### src/rtl/core/cllc_pkg.sv
`timescale 1ns / 1ps

package cllc_pkg;

  // Request codes carried on req_type.
  localparam logic [1:0] REQ_INSERT  = 2'd0;
  localparam logic [1:0] REQ_ADVANCE = 2'd1;
  localparam logic [1:0] REQ_REMOVE  = 2'd2;

  localparam int unsigned DATA_W = 32;

  typedef enum logic [2:0] {
    ST_IDLE,
    ST_READ,
    ST_EXEC,
    ST_FIN,
    ST_DONE
  } state_e;

  // Free-pool control: take one index, or give one back.
  typedef struct packed {
    logic pop;
    logic push;
  } free_ctrl_t;

endpackage

### src/rtl/core/cllc_ram.sv
`timescale 1ns / 1ps

module cllc_ram #(
  parameter int unsigned WIDTH = 32,
  parameter int unsigned DEPTH = 16,
  parameter int unsigned ADDR_W = $clog2(DEPTH)
) (
  input  logic              clk_i,
  input  logic              we_i,
  input  logic [ADDR_W-1:0] waddr_i,
  input  logic [WIDTH-1:0]  wdata_i,
  input  logic [ADDR_W-1:0] raddr_i,
  output logic [WIDTH-1:0]  rdata_o
);

  logic [WIDTH-1:0] mem_q [DEPTH];

  always_ff @(posedge clk_i) begin
    if (we_i) begin
      mem_q[waddr_i] <= wdata_i;
    end
  end

  always_ff @(posedge clk_i) begin
    rdata_o <= mem_q[raddr_i];
  end

endmodule

### src/rtl/core/cllc_free_pool.sv
`timescale 1ns / 1ps

module cllc_free_pool
  import cllc_pkg::*;
#(
  parameter int unsigned DEPTH = 16,
  parameter int unsigned IDX_W = $clog2(DEPTH),
  parameter int unsigned CNT_W = $clog2(DEPTH + 1)
) (
  input  logic             clk_i,
  input  logic             rst_ni,
  input  free_ctrl_t       ctrl_i,
  input  logic [IDX_W-1:0] push_idx_i,
  output logic [IDX_W-1:0] alloc_idx_o
);

  // Indices never handed out come from a fill counter; returned ones sit on a stack.
  logic [CNT_W-1:0] rec_cnt_q, rec_cnt_d;
  logic [CNT_W-1:0] fresh_q, fresh_d;
  logic [CNT_W-1:0] top_m1;
  logic [IDX_W-1:0] stack_rdata;

  assign top_m1 = rec_cnt_q - CNT_W'(1);

  cllc_ram #(
    .WIDTH (IDX_W),
    .DEPTH (DEPTH)
  ) u_stack (
    .clk_i   (clk_i),
    .we_i    (ctrl_i.push),
    .waddr_i (rec_cnt_q[IDX_W-1:0]),
    .wdata_i (push_idx_i),
    .raddr_i (top_m1[IDX_W-1:0]),
    .rdata_o (stack_rdata)
  );

  assign alloc_idx_o = (rec_cnt_q != '0) ? stack_rdata : fresh_q[IDX_W-1:0];

  always_comb begin
    rec_cnt_d = rec_cnt_q;
    fresh_d   = fresh_q;
    if (ctrl_i.push) begin
      rec_cnt_d = rec_cnt_q + CNT_W'(1);
    end else if (ctrl_i.pop) begin
      if (rec_cnt_q != '0) begin
        rec_cnt_d = top_m1;
      end else begin
        fresh_d = fresh_q + CNT_W'(1);
      end
    end
  end

  always_ff @(posedge clk_i or negedge rst_ni) begin
    if (!rst_ni) begin
      rec_cnt_q <= '0;
      fresh_q   <= '0;
    end else begin
      rec_cnt_q <= rec_cnt_d;
      fresh_q   <= fresh_d;
    end
  end

endmodule

### src/rtl/core/circular_list_with_cursor_unit.sv
`timescale 1ns / 1ps

// Circular singly linked list of up to DEPTH signed 32-bit values with a cursor.
// Nodes live in a value RAM and a next-link RAM (one write and one registered
// read port each); free entries come from a pool of never-used indices plus a
// RAM stack of returned ones. A predecessor register tracks the node linking to
// the cursor, so remove needs no ring walk. Each item is insert (value goes
// after the cursor and becomes the cursor; refused when full), advance, or
// remove (cursor node unlinked, successor becomes cursor); advance and remove
// are no-ops on an empty list, and an unknown code only reports status. Every
// item gives one result: cursor value (zero if empty), empty flag, node count
// and refused flag. An item runs READ, EXEC, FIN and DONE when
// it needs a second memory step (insert into a non-empty list writes two
// links; advance and multi-node remove read the link, then the value RAM),
// and skips FIN otherwise; the chain of dependent registered RAM reads sets this.
// The result register frees the output side, so a new item is taken as soon
// as the previous result is loaded. No clearing pass is needed after reset.

module circular_list_with_cursor_unit
  import cllc_pkg::*;
#(
  parameter int unsigned DEPTH = 16,
  localparam int unsigned IDX_W = $clog2(DEPTH),
  localparam int unsigned CNT_W = $clog2(DEPTH + 1)
) (
  input  logic                     clk_i,
  input  logic                     rst_ni,
  input  logic                     in_valid_i,
  output logic                     in_ready_o,
  input  logic [1:0]               req_type_i,
  input  logic signed [DATA_W-1:0] insert_value_i,
  output logic                     out_valid_o,
  input  logic                     out_ready_i,
  output logic signed [DATA_W-1:0] cursor_value_o,
  output logic                     list_empty_o,
  output logic [CNT_W-1:0]         node_count_o,
  output logic                     refused_o
);

  state_e state_q, state_d;

  // Request capture
  logic [1:0]        req_q;
  logic [DATA_W-1:0] ins_val_q;

  // List state
  logic [IDX_W-1:0]  cur_q, cur_d;
  logic [IDX_W-1:0]  pred_q, pred_d;
  logic [CNT_W-1:0]  cnt_q, cnt_d;
  logic [DATA_W-1:0] cur_val_q, cur_val_d;
  logic              refused_q, refused_d;

  // Result register
  logic              out_valid_q;
  logic [DATA_W-1:0] out_val_q;
  logic              out_empty_q;
  logic [CNT_W-1:0]  out_cnt_q;
  logic              out_refused_q;

  // Memory ports
  logic              val_we;
  logic [IDX_W-1:0]  val_waddr;
  logic [DATA_W-1:0] val_rdata;
  logic              link_we;
  logic [IDX_W-1:0]  link_waddr;
  logic [IDX_W-1:0]  link_wdata;
  logic [IDX_W-1:0]  link_rdata;

  free_ctrl_t        free_ctrl;
  logic [IDX_W-1:0]  alloc_idx;

  logic              list_full;
  logic              list_nil;
  logic              out_load;
  logic              in_accept;

  assign list_full = (cnt_q == CNT_W'(DEPTH));
  assign list_nil  = (cnt_q == '0);

  // Result slot is free when empty or being drained this cycle.
  assign out_load   = (state_q == ST_DONE) && (!out_valid_q || out_ready_i);
  assign in_ready_o = (state_q == ST_IDLE) || out_load;
  assign in_accept  = in_valid_i && in_ready_o;

  // Link of the cursor is read continuously; its successor's value follows.
  cllc_ram #(
    .WIDTH (IDX_W),
    .DEPTH (DEPTH)
  ) u_link_ram (
    .clk_i   (clk_i),
    .we_i    (link_we),
    .waddr_i (link_waddr),
    .wdata_i (link_wdata),
    .raddr_i (cur_q),
    .rdata_o (link_rdata)
  );

  cllc_ram #(
    .WIDTH (DATA_W),
    .DEPTH (DEPTH)
  ) u_value_ram (
    .clk_i   (clk_i),
    .we_i    (val_we),
    .waddr_i (val_waddr),
    .wdata_i (ins_val_q),
    .raddr_i (link_rdata),
    .rdata_o (val_rdata)
  );

  cllc_free_pool #(
    .DEPTH (DEPTH)
  ) u_free_pool (
    .clk_i       (clk_i),
    .rst_ni      (rst_ni),
    .ctrl_i      (free_ctrl),
    .push_idx_i  (cur_q),
    .alloc_idx_o (alloc_idx)
  );

  always_comb begin
    state_d    = state_q;
    cur_d      = cur_q;
    pred_d     = pred_q;
    cnt_d      = cnt_q;
    cur_val_d  = cur_val_q;
    refused_d  = refused_q;
    val_we     = 1'b0;
    val_waddr  = alloc_idx;
    link_we    = 1'b0;
    link_waddr = alloc_idx;
    link_wdata = link_rdata;
    free_ctrl  = '{pop: 1'b0, push: 1'b0};

    unique case (state_q)
      ST_IDLE: begin
        if (in_accept) begin
          state_d = ST_READ;
        end
      end

      // Link RAM read of the cursor is in flight.
      ST_READ: begin
        state_d   = ST_EXEC;
        refused_d = 1'b0;
      end

      ST_EXEC: begin
        state_d = ST_DONE;
        case (req_q)
          REQ_INSERT: begin
            if (list_full) begin
              refused_d = 1'b1;
            end else begin
              free_ctrl.pop = 1'b1;
              val_we        = 1'b1;
              link_we       = 1'b1;
              cur_d         = alloc_idx;
              cur_val_d     = ins_val_q;
              cnt_d         = cnt_q + CNT_W'(1);
              if (list_nil) begin
                // Lone node links to itself and is its own predecessor.
                link_wdata = alloc_idx;
                pred_d     = alloc_idx;
              end else begin
                // New node inherits the cursor's link; old cursor relinks in FIN.
                link_wdata = link_rdata;
                pred_d     = cur_q;
                state_d    = ST_FIN;
              end
            end
          end
          REQ_ADVANCE: begin
            if (!list_nil) begin
              pred_d  = cur_q;
              cur_d   = link_rdata;
              state_d = ST_FIN;
            end
          end
          REQ_REMOVE: begin
            if (cnt_q == CNT_W'(1)) begin
              free_ctrl.push = 1'b1;
              cnt_d          = '0;
            end else if (!list_nil) begin
              // Bypass the cursor node: predecessor takes its successor.
              free_ctrl.push = 1'b1;
              link_we        = 1'b1;
              link_waddr     = pred_q;
              link_wdata     = link_rdata;
              cur_d          = link_rdata;
              cnt_d          = cnt_q - CNT_W'(1);
              state_d        = ST_FIN;
            end
          end
          default: begin
          end
        endcase
      end

      ST_FIN: begin
        state_d = ST_DONE;
        if (req_q == REQ_INSERT) begin
          link_we    = 1'b1;
          link_waddr = pred_q;
          link_wdata = cur_q;
        end else begin
          cur_val_d = val_rdata;
        end
      end

      ST_DONE: begin
        if (out_load) begin
          state_d = in_accept ? ST_READ : ST_IDLE;
        end
      end

      default: begin
        state_d = ST_IDLE;
      end
    endcase
  end

  always_ff @(posedge clk_i or negedge rst_ni) begin
    if (!rst_ni) begin
      state_q   <= ST_IDLE;
      cur_q     <= '0;
      pred_q    <= '0;
      cnt_q     <= '0;
      refused_q <= 1'b0;
    end else begin
      state_q   <= state_d;
      cur_q     <= cur_d;
      pred_q    <= pred_d;
      cnt_q     <= cnt_d;
      refused_q <= refused_d;
    end
  end

  // Payload registers: no reset needed.
  always_ff @(posedge clk_i) begin
    cur_val_q <= cur_val_d;
    if (in_accept) begin
      req_q     <= req_type_i;
      ins_val_q <= insert_value_i;
    end
    if (out_load) begin
      out_val_q     <= list_nil ? '0 : cur_val_q;
      out_empty_q   <= list_nil;
      out_cnt_q     <= cnt_q;
      out_refused_q <= refused_q;
    end
  end

  always_ff @(posedge clk_i or negedge rst_ni) begin
    if (!rst_ni) begin
      out_valid_q <= 1'b0;
    end else if (out_load) begin
      out_valid_q <= 1'b1;
    end else if (out_ready_i) begin
      out_valid_q <= 1'b0;
    end
  end

  assign out_valid_o    = out_valid_q;
  assign cursor_value_o = out_val_q;
  assign list_empty_o   = out_empty_q;
  assign node_count_o   = out_cnt_q;
  assign refused_o      = out_refused_q;

endmodule

### config.mk
export PLATFORM = sky130hd
export DESIGN_NAME = circular_list_with_cursor_unit
export DESIGN_NICKNAME = d
export VERILOG_FILES = /design/src/rtl/core/cllc_pkg.sv /design/src/rtl/core/cllc_ram.sv /design/src/rtl/core/cllc_free_pool.sv /design/src/rtl/core/circular_list_with_cursor_unit.sv
export SDC_FILE = /design/constraint.sdc
export NUM_CORES = 1
export LEC_CHECK = 0
export BUFFER_PORTS_ARGS = -buffer_cell sky130_fd_sc_hd__buf_2
export CORE_MARGIN = 5
export CORE_UTILIZATION = 45
export CTS_BUF_LIST = sky130_fd_sc_hd__clkbuf_8
export DETAILED_ROUTE_END_ITERATION = 8
export SLEW_MARGIN = 20
export SYNTH_ARGS = -nofsm -noshare
export SYNTH_HDL_FRONTEND = slang
export SYNTH_SLANG_ARGS = --single-unit
### constraint.sdc
create_clock -name clk_i -period 4.6 [get_ports clk_i]
set_input_delay 0.23 -clock clk_i [delete_from_list [all_inputs] [get_ports clk_i]]
set_output_delay 0.23 -clock clk_i [all_outputs]
set_load 0.02 [all_outputs]
==> flow_metrics.tcl <==
set metrics [dict create \
    outcome "finished, final reports clean" \
    crit_required_ns 4.97 \
    multi_input_area_sq_um 7000 \
    clock-sinks 812 \
    antenna_found_initial 1 \
    chipWidth_microns 274 \
    startpoint_type "flop" \
    ys_types 61 \
    crit_type "flop to flop" \
    maxSlewViolCount 0 \
    crit_arrival_ns 3.87 \
    seqCellArea_sq_um 23900 \
    area_delta_synth_final_pct 14.8 \
    post_drt_wl_per_cell_microns 24.2 \
    wl_microns 66200 \
    vdd_drop_max_uv 366 \
    drc 0 \
    async_flop_share_pct 3.33 \
    stdcell_count 2732 \
    core-area_sq_um 68700 \
    syn-cell-area_sq_um 31200 \
    grt_pass1_wl_microns 100000 \
    cts_tree "built" \
    setup_viol 0 \
    worstSetupEndpointType "flop" \
    p_total_mw 21.4 \
    path_max_fanout 32 \
    drt_pre_antenna_iters 5 \
    ant_nets 0 \
    worst_hold_startpoint "in_valid_i" \
    syn_inst 1482 \
    gp_congestion 0.847 \
    die_area_sq_um 74800 \
    cp-startpoint "u_free_pool.rec_cnt_q[1]" \
    power_leakage_nw 11.9 \
    clk_pin_slew_ns 0.06 \
    rsz0062_at_grt "no" \
    dp_hpwl_microns 38800 \
    avgSynthCellArea_sq_um 21.1 \
    grt_max_degree 56 \
    r2r-start "u_free_pool.rec_cnt_q[1]" \
    cts_resized 0 \
    worstMarginPinSlew_ns 1.09 \
    placedCellCount 2448 \
    grt_pass1_vias 15600 \
    grtUsageTotal_pct 18.1 \
    num_rows 96 \
    numPortBuffers 78 \
    maxSlewHeadroom_pct 27.6 \
    maxCapViolations 0 \
    holdBufCountCts 38 \
    tns_ns 0 \
    fin_crit_sh_pct 76.0 \
    vias 14900 \
    cts_buffers 134 \
    drtIter0Drc 1202 \
    root_buffer "clkbuf_8" \
    h-tree-depth 4 \
    seq_area_frac_synth_pct 76.3 \
    rrSetupSlack_ns 1.10 \
    cts_buffer_depth 3 \
    clock_skew_ns 0.0269 \
    insertion_delay_ns 0.76 \
    post-cts-setup-buffer-count 0 \
    io_pins 79 \
    fin_ws_ns 1.10 \
    drive_gt1_share_pct 31.0 \
    p_per_area_nw_per_um2 596 \
    fill_cells 5447 \
    final_hold_viol_count 0 \
    yosys_warnings 0 \
    ys_dominant_reg_cell "edfxtp_1" \
    via_per_inst 5.46 \
    die_y_microns 274 \
    min_period_ns 3.50 \
    fmax_ghz 0.286 \
    hold_class "primary input to flop" \
    synth_edf_count 745 \
    initial_core_util_pct 45.5 \
    layout.nets 1743 \
    syn-num-nets 1534 \
    gr-total-overflow 0 \
    dp_slack_ns 1.11 \
    ys_ff_latch 812 \
]
final cells by class:
| class | instances | area share, % |
|---|---|---|
| Antenna cell | 1 | 0.00698 |
| Clock buffer | 156 | 5.99 |
| Clock inverter | 89 | 1.44 |
| Inverter | 30 | 0.314 |
| Multi-Input combinational cell | 567 | 19.5 |
| Sequential cell | 812 | 66.5 |
| Tap cell | 931 | 3.25 |
| Timing Repair Buffer | 146 | 2.94 |
power breakdown:
group          internal [mW]  total, mW  leakage (nW)  switching (mW)
registers               9.16       10.0          7.40           0.854
logic                   2.53       5.21          2.98            2.68
clock network           3.38       6.16          1.55            2.78
metal layers:
metal / vias to the layer above / global-route usage (%) / routed length [microns]
met2: 453 / 29.1 / 32900
met5: - / 0 / 0
met1: 7826 / 25.1 / 28700
li1: 6538 / - / -
met4: 0 / 5.11 / 1160
met3: 91 / 4.10 / 3400
Yosys cell counts, types with 10 or more instances:
cell type / number / area, sq um
clkbuf_1: 44 / 165
nor2_1: 27 / 101
nand2b_1: 10 / 62.6
nand4_1: 21 / 131
a21oi_1: 10 / 50.1
buf_1: 14 / 52.6
mux4_2: 188 / 4230
mux2i_1: 29 / 290
ha_1: 14 / 175
nand2_1: 59 / 221
mux2_2: 44 / 495
o21ai_0: 13 / 65.1
buf_2: 13 / 65.1
nand3_1: 13 / 65.1
and2_1: 33 / 206
dfxtp_1: 40 / 801
edfxtp_1: 745 / 22400
inv_1: 29 / 109
dfrtp_1: 27 / 676
layout by cell type (no fill, tap or decap), types with 4 or more instances in the layout:
master / netlist / final
a211oi_1: 4 / 4
a21oi_1: 10 / 10
a221oi_1: 5 / 5
a31oi_1: 7 / 7
a32o_1: 4 / 4
and2_1: 33 / 32
buf_12: 0 / 5
buf_2: 13 / 78
buf_4: 1 / 26
bufinv_16: 0 / 5
clkbuf_8: 0 / 156
clkinv_1: 0 / 14
clkinv_2: 0 / 12
clkinvlp_4: 0 / 4
dfrtp_1: 27 / 27
dfxtp_1: 40 / 36
dlygate4sd3_1: 0 / 37
edfxtp_1: 745 / 745
ha_1: 14 / 14
inv_1: 29 / 63
inv_2: 1 / 17
mux2_2: 44 / 44
mux2_4: 4 / 4
mux2i_1: 29 / 29
mux4_2: 188 / 188
nand2_1: 59 / 59
nand2b_1: 10 / 10
nand3_1: 13 / 13
nand4_1: 21 / 21
nor2_1: 27 / 26
nor2b_1: 5 / 5
nor3_1: 7 / 7
nor3b_1: 5 / 5
o21ai_0: 13 / 13
o22ai_1: 4 / 4
o31ai_1: 5 / 5
xnor2_1: 7 / 7
xor2_1: 4 / 4
final timing paths:
check,end,cells after the start
worst min register to register,u_free_pool.rec_cnt_q[4],1
max in group asynchronous,u_free_pool.fresh_q[0],4
worst max register to register,u_value_ram.mem_q[12][0],6
worst min-delay path,req_q[1],2
min in group asynchronous,pred_q[1],3
worst max-delay path,u_value_ram.mem_q[12][0],6
flip-flops by register name, indices dropped and copies added, names as in the netlist, 2 cells and up:
register and count:
state_q 3, req_q 2, u_free_pool.u_stack.rdata_o 4, node_count_o 5, u_link_ram.mem_q 64, u_free_pool.rec_cnt_q 5, cursor_value_o 32, cur_q 4
u_value_ram.mem_q 512, cnt_q 5, pred_q 4, u_value_ram.rdata_o 32, u_link_ram.rdata_o 4, u_free_pool.u_stack.mem_q 64, ins_val_q 32, cur_val_q 32
u_free_pool.fresh_q 4
through the flow:
stage | instance area, sq um | hold WS [ns] | utilization (%)
2_1_floorplan | 31300 | -0.0656 | -
3_3_place_gp | 32800 | 0.290 | 47.7
3_5_place_dp | 32800 | 0.295 | 47.7
4_1_cts | 35900 | 0.0844 | 52.2
5_1_grt | 35900 | 0.105 | 52.2
6_report | 35900 | 0.159 | 52.2
critical path: stages, from the launching register on:
cell     delay (ns)
dfrtp_1        0.43
inv_1          0.14
ha_1           0.18
or4b_1         0.86
mux2i_4        0.46
nand4_1        0.18
inv_2          0.81
cell families after synthesis:
family / share of synthesized area, %
mux: 16.4
xor+xnor: 0.308
fa+ha+maj: 0.561
buf+inv: 1.33
flops: 76.3
compound gates: 1.71
simple gates: 3.39
Power figures use the tool's default switching activity.
